==> src/sv/dltq_pkg.sv <==
`timescale 1ns / 1ps
`default_nettype none

package dltq_pkg;

  // Number of timer slots in the list.
  localparam int DEPTH    = 16;
  // Most tags reported by one tick.
  localparam int MAX_FIRE = 16;

  localparam int DELTA_W = 16;
  localparam int TAG_W   = 8;
  localparam int SLOT_W  = $clog2(DEPTH);
  localparam int CNT_W   = $clog2(DEPTH + 1);
  localparam int FIRE_W  = $clog2(MAX_FIRE + 1);

  // Input action codes.
  localparam logic ACT_TICK = 1'b0;
  localparam logic ACT_ADD  = 1'b1;

  // Commands from the controller to the datapath.
  typedef struct packed {
    logic load;         // capture the accepted input beat
    logic walk_step;    // pass one slot during an add
    logic insert;       // insert the new entry and post its result
    logic reject;       // post the result for an add to a full list
    logic idle_result;  // post a result that reports no expiry
    logic dec_head;     // decrement the head delta, clamped at zero
    logic pop;          // remove the head entry and post it as fired
  } dltq_cmd_t;

  // Status from the datapath to the controller.
  typedef struct packed {
    logic full;
    logic empty;
    logic walk_done;
    logic can_fire;
    logic fire_last;
  } dltq_status_t;

endpackage

`default_nettype wire

==> src/sv/dltq_in_if.sv <==
`timescale 1ns / 1ps
`default_nettype none

// Input channel: one beat is one tick or one add request.
interface dltq_in_if import dltq_pkg::*; ();
  logic               valid;
  logic               ready;
  logic               action;
  logic [DELTA_W-1:0] delay;
  logic [TAG_W-1:0]   event_tag;

  modport source (output valid, action, delay, event_tag, input ready);
  modport sink   (input valid, action, delay, event_tag, output ready);
endinterface

`default_nettype wire

==> src/sv/dltq_out_if.sv <==
`timescale 1ns / 1ps
`default_nettype none

// Result channel: one beat per reported result.
interface dltq_out_if import dltq_pkg::*; ();
  logic             valid;
  logic             ready;
  logic             fired;
  logic [TAG_W-1:0] expired_tag;
  logic [CNT_W-1:0] entry_total;
  logic             rejected;
  logic             last;

  modport source (output valid, fired, expired_tag, entry_total, rejected, last,
                  input ready);
  modport sink   (input valid, fired, expired_tag, entry_total, rejected, last,
                  output ready);
endinterface

`default_nettype wire

==> src/sv/dltq_ctrl.sv <==
`timescale 1ns / 1ps
`default_nettype none

module dltq_ctrl import dltq_pkg::*; (
  input  wire logic         clk_i,
  input  wire logic         rst_ni,
  input  wire logic         in_valid_i,
  input  wire logic         in_action_i,
  output logic              in_ready_o,
  input  wire logic         out_ready_i,
  output logic              out_valid_o,
  input  wire dltq_status_t st_i,
  output dltq_cmd_t         cmd_o
);

  typedef enum logic [4:0] {
    S_IDLE   = 5'b00001,
    S_WALK   = 5'b00010,
    S_INSERT = 5'b00100,
    S_TICK   = 5'b01000,
    S_CHECK  = 5'b10000
  } state_e;

  state_e state_q, state_d;
  logic   out_valid_q, out_valid_d;
  logic   out_free;
  logic   produce;

  // The result register can take a new beat when empty or being drained.
  assign out_free = !out_valid_q || out_ready_i;

  // Sequencer for add walks and tick expiries.
  always_comb begin
    state_d    = state_q;
    cmd_o      = '0;
    produce    = 1'b0;
    in_ready_o = 1'b0;
    case (state_q)
      S_IDLE: begin
        in_ready_o = 1'b1;
        if (in_valid_i) begin
          cmd_o.load = 1'b1;
          state_d    = (in_action_i == ACT_ADD) ? S_WALK : S_TICK;
        end
      end
      S_WALK: begin
        if (st_i.full) begin
          if (out_free) begin
            cmd_o.reject = 1'b1;
            produce      = 1'b1;
            state_d      = S_IDLE;
          end
        end else if (st_i.walk_done) begin
          state_d = S_INSERT;
        end else begin
          cmd_o.walk_step = 1'b1;
        end
      end
      S_INSERT: begin
        if (out_free) begin
          cmd_o.insert = 1'b1;
          produce      = 1'b1;
          state_d      = S_IDLE;
        end
      end
      S_TICK: begin
        if (st_i.empty) begin
          if (out_free) begin
            cmd_o.idle_result = 1'b1;
            produce           = 1'b1;
            state_d           = S_IDLE;
          end
        end else begin
          cmd_o.dec_head = 1'b1;
          state_d        = S_CHECK;
        end
      end
      S_CHECK: begin
        if (out_free) begin
          produce = 1'b1;
          if (st_i.can_fire) begin
            cmd_o.pop = 1'b1;
            if (st_i.fire_last) begin
              state_d = S_IDLE;
            end
          end else begin
            // Only reached before the first pop: the tick expired nothing.
            cmd_o.idle_result = 1'b1;
            state_d           = S_IDLE;
          end
        end
      end
      default: begin
        state_d = S_IDLE;
      end
    endcase
  end

  // Result valid flag: set on a new result, cleared when the beat is taken.
  always_comb begin
    if (produce) begin
      out_valid_d = 1'b1;
    end else if (out_ready_i) begin
      out_valid_d = 1'b0;
    end else begin
      out_valid_d = out_valid_q;
    end
  end

  always_ff @(posedge clk_i or negedge rst_ni) begin
    if (!rst_ni) begin
      state_q     <= S_IDLE;
      out_valid_q <= 1'b0;
    end else begin
      state_q     <= state_d;
      out_valid_q <= out_valid_d;
    end
  end

  assign out_valid_o = out_valid_q;

endmodule

`default_nettype wire

==> src/sv/dltq_dp.sv <==
`timescale 1ns / 1ps
`default_nettype none

module dltq_dp import dltq_pkg::*; (
  input  wire logic               clk_i,
  input  wire logic               rst_ni,
  input  wire logic [DELTA_W-1:0] in_delay_i,
  input  wire logic [TAG_W-1:0]   in_tag_i,
  input  wire dltq_cmd_t          cmd_i,
  output dltq_status_t            st_o,
  output logic                    out_fired_o,
  output logic [TAG_W-1:0]        out_tag_o,
  output logic [CNT_W-1:0]        out_total_o,
  output logic                    out_rejected_o,
  output logic                    out_last_o
);

  // Slot storage; entries at or above the pending count hold stale data.
  logic [DELTA_W-1:0] slot_delta_q [DEPTH];
  logic [DELTA_W-1:0] slot_delta_d [DEPTH];
  logic [TAG_W-1:0]   slot_tag_q   [DEPTH];
  logic [TAG_W-1:0]   slot_tag_d   [DEPTH];

  logic [CNT_W-1:0]   pending_q, pending_d;
  logic [CNT_W-1:0]   idx_q, idx_d;
  logic [FIRE_W-1:0]  fire_cnt_q, fire_cnt_d;
  logic [DELTA_W-1:0] rem_q, rem_d;
  logic [TAG_W-1:0]   tag_q, tag_d;

  logic               res_fired_q, res_fired_d;
  logic [TAG_W-1:0]   res_tag_q, res_tag_d;
  logic [CNT_W-1:0]   res_total_q, res_total_d;
  logic               res_rej_q, res_rej_d;
  logic               res_last_q, res_last_d;

  logic [SLOT_W-1:0]  idx_sel;
  logic [DELTA_W-1:0] walk_delta;
  logic               at_end;
  logic               can_fire;
  logic               fire_last;

  // Walk read port: one slot per cycle at the walk index.
  assign idx_sel    = idx_q[SLOT_W-1:0];
  assign walk_delta = slot_delta_q[idx_sel];
  assign at_end     = (idx_q == pending_q);

  // Head expiry: a pop also decides whether another tag follows.
  assign can_fire  = (pending_q != '0) && (slot_delta_q[0] == '0) &&
                     (fire_cnt_q < FIRE_W'(MAX_FIRE));
  assign fire_last = (pending_q == CNT_W'(1)) || (slot_delta_q[1] != '0) ||
                     ((fire_cnt_q + FIRE_W'(1)) >= FIRE_W'(MAX_FIRE));

  assign st_o.full      = (pending_q == CNT_W'(DEPTH));
  assign st_o.empty     = (pending_q == '0);
  assign st_o.walk_done = at_end || (rem_q < walk_delta);
  assign st_o.can_fire  = can_fire;
  assign st_o.fire_last = fire_last;

  // Request and walk registers.
  always_comb begin
    idx_d      = idx_q;
    rem_d      = rem_q;
    tag_d      = tag_q;
    fire_cnt_d = fire_cnt_q;
    if (cmd_i.load) begin
      idx_d      = '0;
      rem_d      = in_delay_i;
      tag_d      = in_tag_i;
      fire_cnt_d = '0;
    end else if (cmd_i.walk_step) begin
      idx_d = idx_q + CNT_W'(1);
      rem_d = rem_q - walk_delta;
    end else if (cmd_i.pop) begin
      fire_cnt_d = fire_cnt_q + FIRE_W'(1);
    end
  end

  // Slot file update: insert with shift up, pop with shift down, head decrement.
  always_comb begin
    slot_delta_d = slot_delta_q;
    slot_tag_d   = slot_tag_q;
    pending_d    = pending_q;
    if (cmd_i.insert) begin
      for (int i = 0; i < DEPTH; i++) begin
        if (CNT_W'(i) == idx_q) begin
          slot_delta_d[i] = rem_q;
          slot_tag_d[i]   = tag_q;
        end else if ((CNT_W'(i) == idx_q + CNT_W'(1)) && (idx_q < pending_q)) begin
          // The entry pushed past the new one keeps its absolute expiry.
          slot_delta_d[i] = slot_delta_q[(i == 0) ? 0 : i - 1] - rem_q;
          slot_tag_d[i]   = slot_tag_q[(i == 0) ? 0 : i - 1];
        end else if ((CNT_W'(i) > idx_q) && (CNT_W'(i) <= pending_q)) begin
          slot_delta_d[i] = slot_delta_q[(i == 0) ? 0 : i - 1];
          slot_tag_d[i]   = slot_tag_q[(i == 0) ? 0 : i - 1];
        end
      end
      pending_d = pending_q + CNT_W'(1);
    end else if (cmd_i.pop) begin
      for (int i = 0; i < DEPTH - 1; i++) begin
        slot_delta_d[i] = slot_delta_q[i + 1];
        slot_tag_d[i]   = slot_tag_q[i + 1];
      end
      pending_d = pending_q - CNT_W'(1);
    end else if (cmd_i.dec_head) begin
      if (slot_delta_q[0] != '0) begin
        slot_delta_d[0] = slot_delta_q[0] - DELTA_W'(1);
      end
    end
  end

  // Result register.
  always_comb begin
    res_fired_d = res_fired_q;
    res_tag_d   = res_tag_q;
    res_total_d = res_total_q;
    res_rej_d   = res_rej_q;
    res_last_d  = res_last_q;
    if (cmd_i.insert) begin
      res_fired_d = 1'b0;
      res_tag_d   = '0;
      res_total_d = pending_q + CNT_W'(1);
      res_rej_d   = 1'b0;
      res_last_d  = 1'b1;
    end else if (cmd_i.reject) begin
      res_fired_d = 1'b0;
      res_tag_d   = '0;
      res_total_d = pending_q;
      res_rej_d   = 1'b1;
      res_last_d  = 1'b1;
    end else if (cmd_i.idle_result) begin
      res_fired_d = 1'b0;
      res_tag_d   = '0;
      res_total_d = pending_q;
      res_rej_d   = 1'b0;
      res_last_d  = 1'b1;
    end else if (cmd_i.pop) begin
      res_fired_d = 1'b1;
      res_tag_d   = slot_tag_q[0];
      res_total_d = pending_q - CNT_W'(1);
      res_rej_d   = 1'b0;
      res_last_d  = fire_last;
    end
  end

  always_ff @(posedge clk_i or negedge rst_ni) begin
    if (!rst_ni) begin
      pending_q  <= '0;
      idx_q      <= '0;
      fire_cnt_q <= '0;
    end else begin
      pending_q  <= pending_d;
      idx_q      <= idx_d;
      fire_cnt_q <= fire_cnt_d;
    end
  end

  always_ff @(posedge clk_i) begin
    slot_delta_q <= slot_delta_d;
    slot_tag_q   <= slot_tag_d;
    rem_q        <= rem_d;
    tag_q        <= tag_d;
    res_fired_q  <= res_fired_d;
    res_tag_q    <= res_tag_d;
    res_total_q  <= res_total_d;
    res_rej_q    <= res_rej_d;
    res_last_q   <= res_last_d;
  end

  assign out_fired_o    = res_fired_q;
  assign out_tag_o      = res_tag_q;
  assign out_total_o    = res_total_q;
  assign out_rejected_o = res_rej_q;
  assign out_last_o     = res_last_q;

endmodule

`default_nettype wire

==> src/sv/delta_list_timer_queue_core.sv <==
`timescale 1ns / 1ps
`default_nettype none

// Channel  Dir  Beat contents
// in_i     in   action, delay, event_tag: one tick or one timer add
// out_o    out  fired, expired_tag, entry_total, rejected, last: one result
//
// An add walks past at most the pending count of slots, reading one slot of
// the slot register file per cycle, and then inserts its entry; an add to a
// full list is rejected without a walk. A tick decrements the head delta and
// reports one result per expired tag, or a single result with no expiry when
// the list is empty or nothing expired.
// Reset clears the pending count and the handshake state; slot contents are
// only read below the pending count.
// A stalled result holds the sequencer; a new beat is taken while the last
// result of the previous beat still waits.
module delta_list_timer_queue_core import dltq_pkg::*; (
  input  wire logic  clk_i,
  input  wire logic  rst_ni,
  dltq_in_if.sink    in_i,
  dltq_out_if.source out_o
);

  dltq_cmd_t    cmd;
  dltq_status_t st;

  dltq_ctrl u_ctrl (
    .clk_i       (clk_i),
    .rst_ni      (rst_ni),
    .in_valid_i  (in_i.valid),
    .in_action_i (in_i.action),
    .in_ready_o  (in_i.ready),
    .out_ready_i (out_o.ready),
    .out_valid_o (out_o.valid),
    .st_i        (st),
    .cmd_o       (cmd)
  );

  dltq_dp u_dp (
    .clk_i          (clk_i),
    .rst_ni         (rst_ni),
    .in_delay_i     (in_i.delay),
    .in_tag_i       (in_i.event_tag),
    .cmd_i          (cmd),
    .st_o           (st),
    .out_fired_o    (out_o.fired),
    .out_tag_o      (out_o.expired_tag),
    .out_total_o    (out_o.entry_total),
    .out_rejected_o (out_o.rejected),
    .out_last_o     (out_o.last)
  );

endmodule

`default_nettype wire

==> src/flat_wrapper.sv <==
// flat-port wrapper written by rule: the top's interface ports become plain ports
module delta_list_timer_queue_core_flat import dltq_pkg::*;
  (clk_i, rst_ni, in_i_valid, in_i_action, in_i_delay, in_i_event_tag, in_i_ready, out_o_valid, out_o_fired, out_o_expired_tag, out_o_entry_total, out_o_rejected, out_o_last, out_o_ready);
  dltq_in_if in_i_i ();
  dltq_out_if out_o_i ();
  input  wire logic clk_i;
  input  wire logic rst_ni;
  input wire logic [$bits(in_i_i.valid)-1:0] in_i_valid;
  input wire logic [$bits(in_i_i.action)-1:0] in_i_action;
  input wire logic [$bits(in_i_i.delay)-1:0] in_i_delay;
  input wire logic [$bits(in_i_i.event_tag)-1:0] in_i_event_tag;
  output wire logic [$bits(in_i_i.ready)-1:0] in_i_ready;
  output wire logic [$bits(out_o_i.valid)-1:0] out_o_valid;
  output wire logic [$bits(out_o_i.fired)-1:0] out_o_fired;
  output wire logic [$bits(out_o_i.expired_tag)-1:0] out_o_expired_tag;
  output wire logic [$bits(out_o_i.entry_total)-1:0] out_o_entry_total;
  output wire logic [$bits(out_o_i.rejected)-1:0] out_o_rejected;
  output wire logic [$bits(out_o_i.last)-1:0] out_o_last;
  input wire logic [$bits(out_o_i.ready)-1:0] out_o_ready;
  assign in_i_i.valid = in_i_valid;
  assign in_i_i.action = in_i_action;
  assign in_i_i.delay = in_i_delay;
  assign in_i_i.event_tag = in_i_event_tag;
  assign in_i_ready = in_i_i.ready;
  assign out_o_valid = out_o_i.valid;
  assign out_o_fired = out_o_i.fired;
  assign out_o_expired_tag = out_o_i.expired_tag;
  assign out_o_entry_total = out_o_i.entry_total;
  assign out_o_rejected = out_o_i.rejected;
  assign out_o_last = out_o_i.last;
  assign out_o_i.ready = out_o_ready;
  delta_list_timer_queue_core u_core (.clk_i(clk_i), .rst_ni(rst_ni), .in_i(in_i_i), .out_o(out_o_i));
endmodule
==> config.mk <==
export PLATFORM = sky130hd
export DESIGN_NAME = delta_list_timer_queue_core_flat
export DESIGN_NICKNAME = d
export VERILOG_FILES = /design/src/sv/dltq_pkg.sv /design/src/sv/dltq_in_if.sv /design/src/sv/dltq_out_if.sv /design/src/sv/dltq_ctrl.sv /design/src/sv/dltq_dp.sv /design/src/sv/delta_list_timer_queue_core.sv /design/src/flat_wrapper.sv
export SDC_FILE = /design/constraint.sdc
export NUM_CORES = 2
export LEC_CHECK = 0
export BUFFER_PORTS_ARGS = -buffer_cell sky130_fd_sc_hd__buf_4
export CORE_MARGIN = 5
export CORE_UTILIZATION = 40
export DETAILED_ROUTE_END_ITERATION = 7
export GPL_TIMING_DRIVEN = 0
export SETUP_SLACK_MARGIN = 0.05
export SYNTH_ARGS = -nofsm -noshare
export SYNTH_HDL_FRONTEND = slang
export SYNTH_HIERARCHICAL = 1
export SYNTH_SLANG_ARGS = --single-unit
==> constraint.sdc <==
create_clock -name clk_i -period 7.1 [get_ports clk_i]
set_clock_uncertainty 0.1 [all_clocks]
set_input_delay 0.355 -clock clk_i [delete_from_list [all_inputs] [get_ports clk_i]]
set_output_delay 0.355 -clock clk_i [all_outputs]
set_load 0.005 [all_outputs]
# --- After elaboration in Yosys (flattened, before gate mapping) ---
# Index checks and enable logic that the tools add are counted.
totals:
  reg_bits: 445
  latch_bits: 0
  ramBits: 0
  mem_bits_ro: 0
  inputBits: 29
  out_inout_bits: 18
  elab_cells: 385
  n_memories: 0
classes:
  n_addsub: 21
  multipliers: 0
  n_div: 0
  n_lt_le_gt_ge: 35
  n_eq_ne: 59
  n_shift: 0
  n_mux: 150
  bitwise: 1
  reduce_logical: 75
op_table:
  columns: ["operator", "count"]
  rows:
  - ["16-bit two-way mux", 54]
  - ["8-bit two-way mux", 46]
  - ["16-bit subtractor", 16]
  - ["120-bit two-way mux", 2]
  - ["240-bit two-way mux", 1]
  - ["224-bit two-way mux", 1]
  - ["5-bit two-way mux", 18]
  - ["4-bit by 5-bit == test with 1-bit output (first input constant)", 16]
  - ["16-bit binary-select mux with 4-bit select", 1]
  - ["4-bit != test (second input constant)", 14]
  - ["3-bit by 5-bit == test with 1-bit output (first input constant)", 8]
  - ["4-bit by 5-bit > comparator with 1-bit output (first input constant)", 8]
  - ["4-bit by 5-bit less-or-equal comparator with 1-bit output (first input constant)", 8]
  - ["2-bit AND reduction", 17]
  - ["1-bit logical AND", 33]
  - ["16-bit nonzero test", 2]
  - ["5-bit one-hot mux with 5 select lines", 1]
  - ["1-bit two-way mux", 23]
  - ["2-bit by 5-bit == test with 1-bit output (first input constant)", 4]
  - ["3-bit by 5-bit > comparator with 1-bit output (first input constant)", 4]
  - ["3-bit by 5-bit less-or-equal comparator with 1-bit output (first input constant)", 4]
  - ["16-bit zero test", 1]
  - ["16-bit < comparator", 1]
  - ["16-bit by 1-bit subtractor with 16-bit output (second input constant)", 1]
  - ["other kinds (35)", 57]

# --- Longest topological paths before layout ---
logic_depth:
  word_depth: 11
  depth_mapped: 25
  ltp_nobuf: 20

# --- By module ---
# Netlist, hierarchy kept.
modules_own_cells:
  columns: ["module", "n_inst", "cells_each", "area_each_um2", "seq_area_each_um2"]
  rows:
  - ["dltq_dp", 1, 4307, 37677.4, 12997.5]
  - ["dltq_ctrl", 1, 59, 474.2, 151.4]

# --- Least setup slack after synthesis ---
# No wires, ideal clock.
synth_path:
  path_type: "register to register"
  start: "register u_core.u_dp.idx_q[2]"
  end: "register u_core.u_dp.rem_q[0], enable pin"
  setup_ps: 334
  arrival_time_ps: 5122
  t_required_ps: 6666
  setup_slack_ps: 1544
  path_stages_with_launch: 23
  n_path_buf: 5
  period_less_slack_ps: 5556
  path_cell_list: "dfrtp_1 -> buf_2 -> buf_2 -> buf_1 -> clkbuf_1 -> mux4_2 -> mux4_2 -> ha_1 -> inv_1 -> fa_1 -> a21o_1 -> a21oi_1 -> o211ai_1 -> a41oi_1 -> o21ai_1 -> a21boi_0 -> o31ai_1 -> a21oi_1 -> a31o_2 -> or4_4 -> inv_1 -> clkbuf_1 -> or2_2"
synth_rtl:
  columns: ["element", "line", "source"]
  rows:
  - ["start: declaration", "dltq_dp.sv:25", "logic [CNT_W-1:0] idx_q, idx_d;"]
  - ["start signal: assignment", "dltq_dp.sv:152", "idx_q <= idx_d;"]
  - ["end signal: assignment", "dltq_dp.sv:160", "rem_q <= rem_d;"]
  - ["end: declaration", "dltq_dp.sv:27", "logic [DELTA_W-1:0] rem_q, rem_d;"]

==> flow_summary.json <==
{
  "start_kind": "flop",
  "io_buffer_count": 46,
  "period_needed_ns": 6.704,
  "postLayoutCoreUtil_pct": 45.23,
  "end_kind": "flop",
  "cap_violations": 6,
  "placed_area_um2": 40730,
  "post-route-period-util_pct": 94.43,
  "critical_path.slowest_cell": "mux4_2",
  "dieWidth_um": 318.8,
  "rsz0062_at_grt": "false",
  "finalMaxSlewViolations": 41,
  "firstDrtPassIters": 8,
  "wirelength_mm": 196.0,
  "antenna_found_initial": 10,
  "yosys_register_bits": 445,
  "fillCellCount": 9317,
  "drtIter0Drc": 6128,
  "critPathKind": "reg -> reg",
  "worstPathArrival_ns": 7.13,
  "ys_types": 98,
  "wire_per_inst_um": 33.61,
  "h-tree-depth": 2,
  "slew_headroom_pct": -12.34,
  "design_area_um2": 42910,
  "ys_seq_area_share_pct": 34.46,
  "cts_buffers": 56,
  "cp.depth": 24,
  "tightest_slew_ns": 1.685,
  "reg2regPathDepth": 24,
  "dieArea_um2": 101700,
  "drc": 2,
  "vias": 39414,
  "dp_hpwl_mm": 149.2,
  "grt_pass1_vias": 36597,
  "synth_edf_count": 413,
  "syn_to_final_growth_pct": 12.47,
  "vias_per_cell": 6.761,
  "synth_nets": 4670,
  "holdCritPathClass": "in -> async",
  "avgSynthCellArea_um2": 8.738,
  "async_flop_share_pct": 4.719,
  "vdd_drop_max_mv": 0.1839,
  "coreArea_um2": 94870,
  "clockRootBuffer": "clkbuf_16",
  "fmax_mhz": 149.2,
  "netlist_instances": 4366,
  "path_max_fanout": 19,
  "synth_area_um2": 38150,
  "violations": "design-rule violations, max-capacitance violations, max-slew violations",
  "grt_pass1_wl_mm": 270.4,
  "yosysWarnings": 6,
  "ant_nets": 0,
  "clk_pin_slew_ns": 0.06,
  "grt_max_degree": 25,
  "critPathMaxStageDelay_ns": 0.53,
  "die_h_um": 318.8,
  "whs_ns": 0.03071,
  "ioPinCount": 47,
  "crit_buf_inv": 6,
  "hold_viol": 0,
  "finalSetupViolCount": 0,
  "power.leakage_nw": 16.02,
  "cts_tree": "yes",
  "status": "finished with violations",
  "worst_skew_pair.late_latency_ns": 0.67,
  "grt_overflow_total": 0,
  "start_util_pct": 40.21,
  "drive_gt1_share_pct": 8.489,
  "ys.flop_type": "edfxtp_1",
  "rows": 113,
  "powerDensity_nw_per_um2": 323.7,
  "place_congestion": 1.044,
  "clock_sinks": 445,
  "path_cells": "buf_2 > buf_2 > clkbuf_2 > mux4_2 > mux4_2 > ha_1 > inv_1 > fa_1 > a21o_1 > a21oi_1 > o211ai_1 > a41oi_1 > o21ai_1 > a21boi_0 > o31ai_1 > a21oi_1 > a31o_2 > or4_4 > inv_1 > clkbuf_1 > nor2b_1 > nand4_1 > xor2_1 > nor2_1",
  "crit_family": "compound AO/OA/AOI/OAI gates",
  "clock_path_buffers": 3,
  "layout.nets": 4817,
  "critPathRequiredTime_ns": 7.52,
  "grt_usage_pct": 36.57
}
==> metal layers <==
metal,share of wire [%],wire [um],vias to the layer above,GRT usage [%]
met5,0.027,53,-,0
met4,8.9,17490,8,25.02
met3,14,26560,788,10.93
met2,41,79630,3151,53.17
met1,37,72230,18847,46.83
li1,-,-,16620,-
==> sequential cells by signal (all words and copies together), names as in the netlist, 8 cells and up <==
name                      cells
u_core/u_dp/out_tag_o         8
u_core/u_dp/tag_q             8
u_core/u_dp/rem_q            16
u_core/u_dp/slot_delta_q    256
u_core/u_dp/slot_tag_q      128
==> cell families after synthesis <==
group	count (synthesis)	synth area share, %
muxes	143	6.461
adders and majority gates	275	9.334
buffers and inverters	478	5.014
and+or+nand+nor	1447	16.97
AOI/OAI and AO/OA	1392	23.47
DFF	445	34.46
xor gates and xnor gates	186	4.290
==> cells in the mapped netlist (37+ instances only) <==
master | n | area (um^2)
nand2b_1 | 39 | 244.0
clkbuf_1 | 225 | 844.6
xnor2_1 | 100 | 875.8
o211ai_1 | 198 | 1486
ha_1 | 259 | 3241
mux2i_1 | 37 | 370.4
nor2b_1 | 54 | 337.8
inv_1 | 188 | 705.7
a21oi_1 | 285 | 1426
and3_1 | 50 | 312.8
nor2_1 | 361 | 1355
a21o_1 | 55 | 412.9
a31oi_1 | 166 | 1039
nor3_1 | 92 | 460.4
nand2_1 | 610 | 2290
a211oi_1 | 75 | 563.0
edfxtp_1 | 413 | 12400
xor2_1 | 85 | 744.5
mux4_2 | 80 | 1802
or3_1 | 39 | 244.0
o21ai_0 | 342 | 1712
nand3_1 | 106 | 530.5
==> timing repair <==
item | CTS | global route
endpoints found under the hold margin | 47 | 0
hold buffers | 27 | 0
setup endpoints to repair | 29 | 22
gates cloned | 0 | 0
buffers inserted | 1 | 0
gates resized for setup | 7 | 18
==> through the flow <==
step           setup slack [ns]  std cells  power [mW]  TNS, ns
2_1_floorplan             1.544       4366       8.180        0
3_3_place_gp             -1.301       5677       10.53  -244.08
3_5_place_dp            -0.4887       5694       10.55   -10.06
4_1_cts                  0.1616       5825       13.61        0
5_1_grt                 0.06387       5824       14.48        0
6_report                 0.3957       5830       13.89        0
==> power breakdown <==
group | leakage [nW] | total, mW | internal (mW) | switching (mW)
registers | 4.07 | 3.29 | 3.01 | 0.281
clock network | 0.918 | 3.01 | 1.74 | 1.27
logic | 11.0 | 7.59 | 2.66 | 4.92
==> worst paths after layout <==
| kind | from | to | slack (ns) |
|---|---|---|---|
| setup / recovery | u_core/u_dp/idx_q[2] | u_core/u_dp/fire_cnt_q[3] | 0.40 |
| hold / removal | rst_ni | u_core/u_ctrl/out_valid_o | 0.03 |
| setup reg to reg | u_core/u_dp/idx_q[2] | u_core/u_dp/fire_cnt_q[3] | 0.40 |
| hold reg to reg | u_core/u_dp/out_rejected_o | u_core/u_dp/out_rejected_o | 0.36 |
| max in group asynchronous | rst_ni | u_core/u_ctrl/state_q[0] | 6.58 |
| min in group clk_i | out_o_ready | u_core/u_ctrl/state_q[3] | 0.07 |
==> cell usage in the layout (no fill, tap or decap), drive strengths merged, types with 15 or more instances in the layout <==
master,count
or3,39
clkinv,25
o21a,34
or2,19
nor2,361
dlygate4sd3,28
mux2,26
o311ai,17
ha,259
o21ai,347
buf,117
a211oi,77
a21o,56
o211ai,199
mux2i,37
and2,18
nand2,610
xor2,85
inv,191
and3,50
clkbuf,301
mux4,80
nor2b,55
dfrtp,20
o31a,15
a31oi,167
o22ai,22
a21oi,286
o2bb2ai,29
o31ai,22
nor3,92
nand3,107
xnor2,101
edfxtp,413
nand2b,39
fa,16
==> final cells by class <==
class / count / area, um^2 / share of cell area [%]
Multi-Input combinational cell: 3443 / 23330 / 54.37
Sequential cell: 445 / 13150 / 30.64
Tap cell: 1265 / 1583 / 3.689
Clock buffer: 70 / 1536 / 3.581
Buffer: 286 / 1224 / 2.852
Timing Repair Buffer: 91 / 1036 / 2.414
Inverter: 190 / 713.2 / 1.662
Clock inverter: 34 / 324.1 / 0.7552
Antenna cell: 6 / 15.01 / 0.03499
No activity file was read; power rests on OpenSTA's default activity.
